## src/hw/rtl/csi_pkg.sv

```systemverilog
`timescale 1ns / 1ps
// ----------------------------------------------------------------------------
// csi_pkg: shared types and constants of the chunk spatial index
// Entry layout, item and result words, controller command/status bundles.
// ----------------------------------------------------------------------------
package csi_pkg;

	localparam int TABLE_DEPTH_DEF = 1024;
	localparam int CHUNK_W         = 63;
	localparam logic [CHUNK_W-1:0] CHUNK_RESET = 63'd65536;
	localparam logic signed [31:0] CELL_MAX = 32'sh7FFF_FFFF;
	localparam logic signed [31:0] CELL_MIN = 32'sh8000_0000;
	localparam int CORNER_LAST = 5;

	typedef enum logic [1:0] {
		MODE_ADD    = 2'd0,
		MODE_REMOVE = 2'd1,
		MODE_CLEAR  = 2'd2,
		MODE_READ   = 2'd3
	} mode_t;

	typedef enum logic [1:0] {
		ST_OK       = 2'd0,
		ST_PARTIAL  = 2'd1,
		ST_BADSIZE  = 2'd2,
		ST_BADINDEX = 2'd3
	} status_t;

	// table read address select
	typedef enum logic [2:0] {
		RS_MID   = 3'd0,
		RS_LO    = 3'd1,
		RS_SHIFT = 3'd2,
		RS_RM    = 3'd3,
		RS_IDX   = 3'd4
	} rsel_t;

	typedef struct packed {
		logic signed [31:0] x;
		logic signed [31:0] y;
		logic signed [31:0] z;
		logic [63:0]        owner;
		logic [63:0]        room;
	} entry_t;

	typedef struct packed {
		mode_t              mode;
		logic [63:0]        owner_id;
		logic [63:0]        room_key;
		logic signed [63:0] box_min_x;
		logic signed [63:0] box_min_y;
		logic signed [63:0] box_min_z;
		logic signed [63:0] box_max_x;
		logic signed [63:0] box_max_y;
		logic signed [63:0] box_max_z;
		logic [9:0]         read_index;
	} item_t;

	typedef struct packed {
		status_t     status;
		logic [10:0] entry_count;
		logic [31:0] refused_count;
		logic [10:0] removed_count;
		entry_t      entry;
	} result_t;

	// controller -> datapath
	typedef struct packed {
		logic    load;
		logic    div_start;
		logic    div_run;
		logic    div_save;
		logic    walk_init;
		logic    walk_next;
		logic    srch_init;
		logic    srch_upd;
		rsel_t   rsel;
		logic    refuse;
		logic    shift_init;
		logic    shift_wr;
		logic    ins_wr;
		logic    rm_init;
		logic    rm_step;
		logic    rm_fin;
		logic    clr;
		logic    rd_capture;
		logic    out_load;
		status_t out_status;
	} cmd_t;

	// datapath -> controller
	typedef struct packed {
		logic div_last;
		logic corner_last;
		logic chunk_zero;
		logic lo_lt_hi;
		logic key_eq;
		logic lo_lt_held;
		logic full;
		logic shift_more;
		logic walk_last;
		logic rm_more;
		logic owner_zero;
		logic idx_ok;
		logic out_free;
	} stat_t;

	// sort key: signed cells with flipped sign bits, then unsigned ids
	function automatic logic [223:0] key_vec(entry_t e);
		return {~e.x[31], e.x[30:0], ~e.y[31], e.y[30:0], ~e.z[31], e.z[30:0],
			e.owner, e.room};
	endfunction

endpackage

```

## src/hw/rtl/csi_ctrl.sv

```systemverilog
`timescale 1ns / 1ps
// ----------------------------------------------------------------------------
// csi_ctrl: sequencing state machine
// Steps the corner divides, the cell walk, binary search, entry shift,
// owner compaction and entry reads.
// ----------------------------------------------------------------------------
module csi_ctrl (
	input  logic            clk,
	input  logic            arst_n,
	input  logic            item_valid,
	input  csi_pkg::mode_t  item_mode,
	output logic            in_ready,
	input  csi_pkg::stat_t  st,
	output csi_pkg::cmd_t   cmd
);
	import csi_pkg::*;

	typedef enum logic [17:0] {
		S_IDLE   = 18'h00001,
		S_DSTART = 18'h00002,
		S_DIV    = 18'h00004,
		S_DSAVE  = 18'h00008,
		S_WINIT  = 18'h00010,
		S_PROBE  = 18'h00020,
		S_SCMP   = 18'h00040,
		S_EQRD   = 18'h00080,
		S_EQCMP  = 18'h00100,
		S_SHRD   = 18'h00200,
		S_SHWR   = 18'h00400,
		S_INS    = 18'h00800,
		S_NEXT   = 18'h01000,
		S_RMRD   = 18'h02000,
		S_RMCMP  = 18'h04000,
		S_RDRD   = 18'h08000,
		S_RDCAP  = 18'h10000,
		S_DONE   = 18'h20000
	} state_t;

	state_t  state_q, state_d;
	status_t status_q, status_d;

	assign in_ready = (state_q == S_IDLE);

	// next state and commands
	always_comb begin
		state_d  = state_q;
		status_d = status_q;
		cmd      = '0;
		cmd.rsel = RS_MID;
		unique case (state_q)
			S_IDLE: begin
				if (item_valid) begin
					cmd.load    = 1'b1;
					cmd.rm_init = 1'b1;
					status_d    = ST_OK;
					unique case (item_mode)
						MODE_ADD: begin
							if (st.chunk_zero) begin
								status_d = ST_BADSIZE;
								state_d  = S_DONE;
							end else begin
								state_d = S_DSTART;
							end
						end
						MODE_REMOVE: state_d = S_RMRD;
						MODE_CLEAR: begin
							cmd.clr = 1'b1;
							state_d = S_DONE;
						end
						MODE_READ: state_d = S_RDRD;
						default: state_d = S_DONE;
					endcase
				end
			end
			S_DSTART: begin
				cmd.div_start = 1'b1;
				state_d       = S_DIV;
			end
			S_DIV: begin
				cmd.div_run = 1'b1;
				if (st.div_last) begin
					state_d = S_DSAVE;
				end
			end
			S_DSAVE: begin
				cmd.div_save = 1'b1;
				state_d      = st.corner_last ? S_WINIT : S_DSTART;
			end
			S_WINIT: begin
				cmd.walk_init = 1'b1;
				cmd.srch_init = 1'b1;
				state_d       = S_PROBE;
			end
			S_PROBE: begin
				cmd.rsel = RS_MID;
				state_d  = st.lo_lt_hi ? S_SCMP : S_EQRD;
			end
			S_SCMP: begin
				cmd.srch_upd = 1'b1;
				state_d      = S_PROBE;
			end
			S_EQRD: begin
				cmd.rsel = RS_LO;
				if (st.lo_lt_held) begin
					state_d = S_EQCMP;
				end else if (st.full) begin
					cmd.refuse = 1'b1;
					status_d   = ST_PARTIAL;
					state_d    = S_DONE;
				end else begin
					cmd.shift_init = 1'b1;
					state_d        = S_SHRD;
				end
			end
			S_EQCMP: begin
				if (st.key_eq) begin
					state_d = S_NEXT;
				end else if (st.full) begin
					cmd.refuse = 1'b1;
					status_d   = ST_PARTIAL;
					state_d    = S_DONE;
				end else begin
					cmd.shift_init = 1'b1;
					state_d        = S_SHRD;
				end
			end
			S_SHRD: begin
				cmd.rsel = RS_SHIFT;
				state_d  = st.shift_more ? S_SHWR : S_INS;
			end
			S_SHWR: begin
				cmd.shift_wr = 1'b1;
				state_d      = S_SHRD;
			end
			S_INS: begin
				cmd.ins_wr = 1'b1;
				state_d    = S_NEXT;
			end
			S_NEXT: begin
				if (st.walk_last) begin
					state_d = S_DONE;
				end else begin
					cmd.walk_next = 1'b1;
					cmd.srch_init = 1'b1;
					state_d       = S_PROBE;
				end
			end
			S_RMRD: begin
				cmd.rsel = RS_RM;
				if (st.owner_zero) begin
					state_d = S_DONE;
				end else if (st.rm_more) begin
					state_d = S_RMCMP;
				end else begin
					cmd.rm_fin = 1'b1;
					state_d    = S_DONE;
				end
			end
			S_RMCMP: begin
				cmd.rm_step = 1'b1;
				state_d     = S_RMRD;
			end
			S_RDRD: begin
				cmd.rsel = RS_IDX;
				if (st.idx_ok) begin
					state_d = S_RDCAP;
				end else begin
					status_d = ST_BADINDEX;
					state_d  = S_DONE;
				end
			end
			S_RDCAP: begin
				cmd.rd_capture = 1'b1;
				state_d        = S_DONE;
			end
			S_DONE: begin
				cmd.out_status = status_q;
				if (st.out_free) begin
					cmd.out_load = 1'b1;
					state_d      = S_IDLE;
				end
			end
			default: state_d = S_IDLE;
		endcase
	end

	// state registers
	always_ff @(posedge clk or negedge arst_n) begin
		if (!arst_n) begin
			state_q  <= S_IDLE;
			status_q <= ST_OK;
		end else begin
			state_q  <= state_d;
			status_q <= status_d;
		end
	end
endmodule

```

## config.mk

```make
export PLATFORM = sky130hd
export DESIGN_NAME = csi_ctrl
export DESIGN_NICKNAME = d
export VERILOG_FILES = /design/src/hw/rtl/csi_pkg.sv /design/src/hw/rtl/csi_ctrl.sv
export SDC_FILE = /design/constraint.sdc
export NUM_CORES = 1
export LEC_CHECK = 0
export ABC_AREA = 0
export BUFFER_PORTS_ARGS = -buffer_cell sky130_fd_sc_hd__buf_2
export CORE_AREA = 2 2 79 81
export DETAILED_ROUTE_END_ITERATION = 7
export DIE_AREA = 0 0 81 83
export PLACE_DENSITY = 0.55
export SETUP_SLACK_MARGIN = 0.4
export SLEW_MARGIN = 20
export SYNTH_ARGS = -nofsm -noshare
export SYNTH_HDL_FRONTEND = slang
export SYNTH_SLANG_ARGS = --single-unit
```

## constraint.sdc

```tcl
create_clock -name clk -period 4.2 [get_ports clk]
set_input_delay 0.42 -clock clk [delete_from_list [all_inputs] [get_ports clk]]
set_output_delay 0.42 -clock clk [all_outputs]
set_load 0.005 [all_outputs]
```

# Word level (Yosys, flattened, before mapping)
# Cells that the tools add are included.
# word_totals
register_bits,20
inputBits,18
out_inout_bits,24
# classes
eq_ne,27
mux,52
reduce_logical,5
# ops
op,n
$pmux W18 S17,1
$mux W18,11
$pmux W18 S4,1
$mux W1,21
$mux W2,10
$eq A18 B1 Y1 const B,1
$eq A18 B10 Y1 const B,1
$eq A18 B11 Y1 const B,1
$eq A18 B12 Y1 const B,1
$eq A18 B13 Y1 const B,1
$eq A18 B14 Y1 const B,1
$eq A18 B15 Y1 const B,1
$eq A18 B16 Y1 const B,1
$eq A18 B17 Y1 const B,1
$eq A18 B18 Y1 const B,1
$eq A18 B2 Y1 const B,1
$eq A18 B3 Y1 const B,1
$eq A18 B4 Y1 const B,1
$eq A18 B5 Y1 const B,1
$eq A18 B6 Y1 const B,1
$eq A18 B7 Y1 const B,1
$eq A18 B8 Y1 const B,1
$eq A18 B9 Y1 const B,1
$mux W12,1
15 further kinds,21

# Depth between registers and ports, before layout
# depth
word_depth,4
mapped_depth,9
depth_no_buf,7

# Least setup slack after synthesis
# Ideal clock, no wire load.
# synth_timing
path_type,register to register
start,reg state_q[12]
end,reg status_q[1]
arrival_time_ps,2036
required_time_ps,4078
slack_ps,2042
stages_incl_launch_ff,10
path_buffers,2
period_less_slack_ps,2158
path_cell_list,dfrtp_1 -> buf_6 -> nor4_4 -> nand4_2 -> or2_1 -> buf_6 -> clkinv_8 -> nor3_2 -> or4b_1 -> o2bb2ai_1
# synth_via
elab_chain_len,3
# synth_lines
element,line,source
start: declaration,csi_ctrl.sv:39,"state_t state_q, state_d;"
start signal: assignment,csi_ctrl.sv:193,state_q <= state_d;
$eq A18 B1 Y1 (*),-,
named net in_ready,csi_ctrl.sv:12,"output logic in_ready,"
$reduce_bool A4 Y1 (no source line) / $ne A2 B2 Y1 (equally long branches),-,
$reduce_and A5 Y1 (no source line),-,
end signal: assignment,csi_ctrl.sv:194,status_q <= status_d;
end: declaration,csi_ctrl.sv:40,"status_t status_q, status_d;"
# The timed path passes the listed nets; every way through them passes the cells marked *.
# A chain may end at the register's enable or synchronous reset.

==> flow_summary.json <==
{
  "outcome": "complete, no violations",
  "drc": 0,
  "vdd_drop_max_v": 0.000183,
  "ys_seq_elements": 20,
  "setup_viol_count_final": 0,
  "power_density_nw_per_um2": 462,
  "netlist.area_leader.share_pct": 32.9,
  "drv_slew": 0,
  "synth.area.top_cells": "dfrtp_1, nor2_1, nor4_4, nor3_1, nand2_1",
  "clk_latency_ns": 0.26,
  "clock.fmax_ghz": 0.365,
  "worst_r2r_startpoint": "state_q[9]",
  "critical-path-max-stage-delay_ns": 0.48,
  "synth_cell_type_count": 49,
  "worstMarginPinSlew_ns": 0.768,
  "drt-pass1-iter-count": 4,
  "synth_edf_count": 0,
  "crit_path_end": "cmd[11]",
  "grt_usage_pct": 12.3,
  "critPathKind": "reg2out",
  "synthAdderAreaFrac_pct": 0,
  "worst_setup_path_start_kind": "flip-flop",
  "crit_arrival_ns": 2.32,
  "grt_overflow_total": 0,
  "maxCapViolCount": 0,
  "grt_pass1_vias": 1315,
  "ys_seq_area_share_pct": 34.7,
  "synth_area_um2": 1440,
  "post-cts-setup-buffers": 0,
  "final_cell_mix": "buf_2, nor2_1, dfrtp_1",
  "ys_warn_count": 0,
  "path_max_fanout": 7,
  "num_vias": 1398,
  "fin_nets": 226,
  "path_clk_slew_ns": 0.08,
  "port_buffers": 41,
  "synth_area_per_cell_um2": 8.65,
  "die_h_um": 83,
  "fin_tns_setup_ns": 0,
  "cts_tree": "yes",
  "min_period_ns": 2.74,
  "dieArea_um2": 6720,
  "crit_path_end_kind": "primary output",
  "r2r_cells": 7,
  "cp.depth": 6,
  "register_area_um2": 502,
  "cts_root_buf": "clkbuf_8",
  "syn2layout_area_growth_pct": 22.9,
  "min_path_type": "in2async",
  "via_per_inst": 4.96,
  "fin_area_um2": 1770,
  "hpwl_um": 3260,
  "ioPinCount": 42,
  "wirelength_um": 4000,
  "synth_async_sr_flop_share_pct": 100,
  "grt_antenna_before_repair": 0,
  "finalCritPeriodShare_pct": 65.2,
  "path_cells": "nor4_4, nand4_1, or2_1, o32a_1, nor2_1, buf_2",
  "fp.dieW_um": 81,
  "synthSimpleGateAreaFrac_pct": 44.6,
  "gp_congestion": 0.849,
  "wl_per_cell_um": 14.2,
  "core_um2": 5820,
  "finClkSkew_ns": 0.000786,
  "layout-drive-gt1-share_pct": 26.6,
  "final_cells": 282,
  "crit_slowest_cell": "nor4_4",
  "postPlaceCellArea_um2": 1700,
  "synth-compound-area-share_pct": 11.8,
  "crit_start": "state_q[9]",
  "multiInputGateArea_um2": 841,
  "rsz0062_at_grt": "no",
  "regToRegEndpoint": "status_q[1]",
  "numCtsBuffers": 3,
  "grt_max_degree": 21,
  "ant_nets": 0,
  "initial_core_util_pct": 24.8,
  "muxShareOfSynthArea_pct": 0,
  "r2r_slack_ns": 1.77,
  "critPathTopFamily": "simple AND/OR/NAND/NOR gates",
  "final_common_cell": "buf_2",
  "clock_path_buffers": 2,
  "grt_pass1_wl_um": 6410,
  "fillers": 662,
  "ctsResizeCount": 0,
  "synth_top_family_by_area": "simple AND/OR/NAND/NOR gates",
  "critPathBufInv": 1,
  "clock_sinks": 20,
  "drt_iter0_drc": 137,
  "synth_area_leader_cell": "dfrtp_1",
  "slew_headroom_pct": 48.2,
  "synthXorXnorAreaFrac_pct": 1.82,
  "required_ns": 3.78,
  "synth_flop_cell": "dfrtp_1",
  "placed_cells": 278,
  "cts_hold_buffers": 0,
  "syn-instance-count": 167,
  "htreeDepth": 1,
  "power_leakage_nw": 0.927,
  "rows": 28,
  "syn_nets": 185,
  "antenna_cells": 0,
  "hold_viol_final": 0
}
[final cells by class]
class                   count  area share, %
flip-flops and latches     20           28.3
well taps                  75           5.29
clock inverters             1           1.69
inverters                  13           3.46
multi-input cells         129           47.4
repair buffers             41           11.6
clock buffers               3           2.33
[state kept, by name (all words and copies together) (netlist names)]
register / flops
state_q: 18
status_q: 2
[power by group]
part | switching [mW] | internal, mW
Clock | 0.0674 | 0.127
Combinational | 0.225 | 0.149
Sequential | 0.0325 | 0.218
[kinds of logic after synthesis]
| kind of cell | count (synthesis) |
|---|---|
| and+or+nand+nor | 103 |
| AOI/OAI and AO/OA | 23 |
| DFF | 20 |
| buffers and inverters | 18 |
| xor gates and xnor gates | 3 |
[through the flow]
stage	total power, mW	hold WS, ns	utilization, %	setup WS [ns]
finish	0.819	0.103	30.5	1.46
global route	0.878	0.132	30.5	1.34
detailed placement	0.626	0.395	29.3	1.76
global placement	0.628	0.403	29.3	1.80
CTS	0.823	0.114	30.5	1.46
floorplan	0.539	0.124	-	2.04
[worst min-delay path by stage]
| stage | cells after the start | to |
|---|---|---|
| CTS | 1 | state_q[11] |
| floorplan | 0 | state_q[10] |
| global route | 1 | state_q[11] |
| global placement | 1 | state_q[11] |
| finish | 1 | state_q[11] |
| detailed placement | 1 | state_q[11] |
[cell usage after synthesis (4+ instances only)]
cell	count
nor2_1	20
dfrtp_1	19
nand2_1	14
inv_1	12
nor3_1	12
a21oi_1	8
nor4_1	7
and2_1	5
nand2b_1	5
nand3b_1	4
or4_1	4
[routing by layer]
| layer | track usage [%] | wire, µm | share of wire [%] | vias to the layer above |
|---|---|---|---|---|
| met3 | 2.07 | 276 | 6.9 | 8 |
| met2 | 18.9 | 1820 | 45 | 46 |
| li1 | - | - | - | 693 |
| met5 | 0 | 0 | 0 | - |
| met1 | 16.8 | 1810 | 45 | 651 |
| met4 | 5.39 | 95 | 2.4 | 0 |
Power figures use the tool's default switching activity.
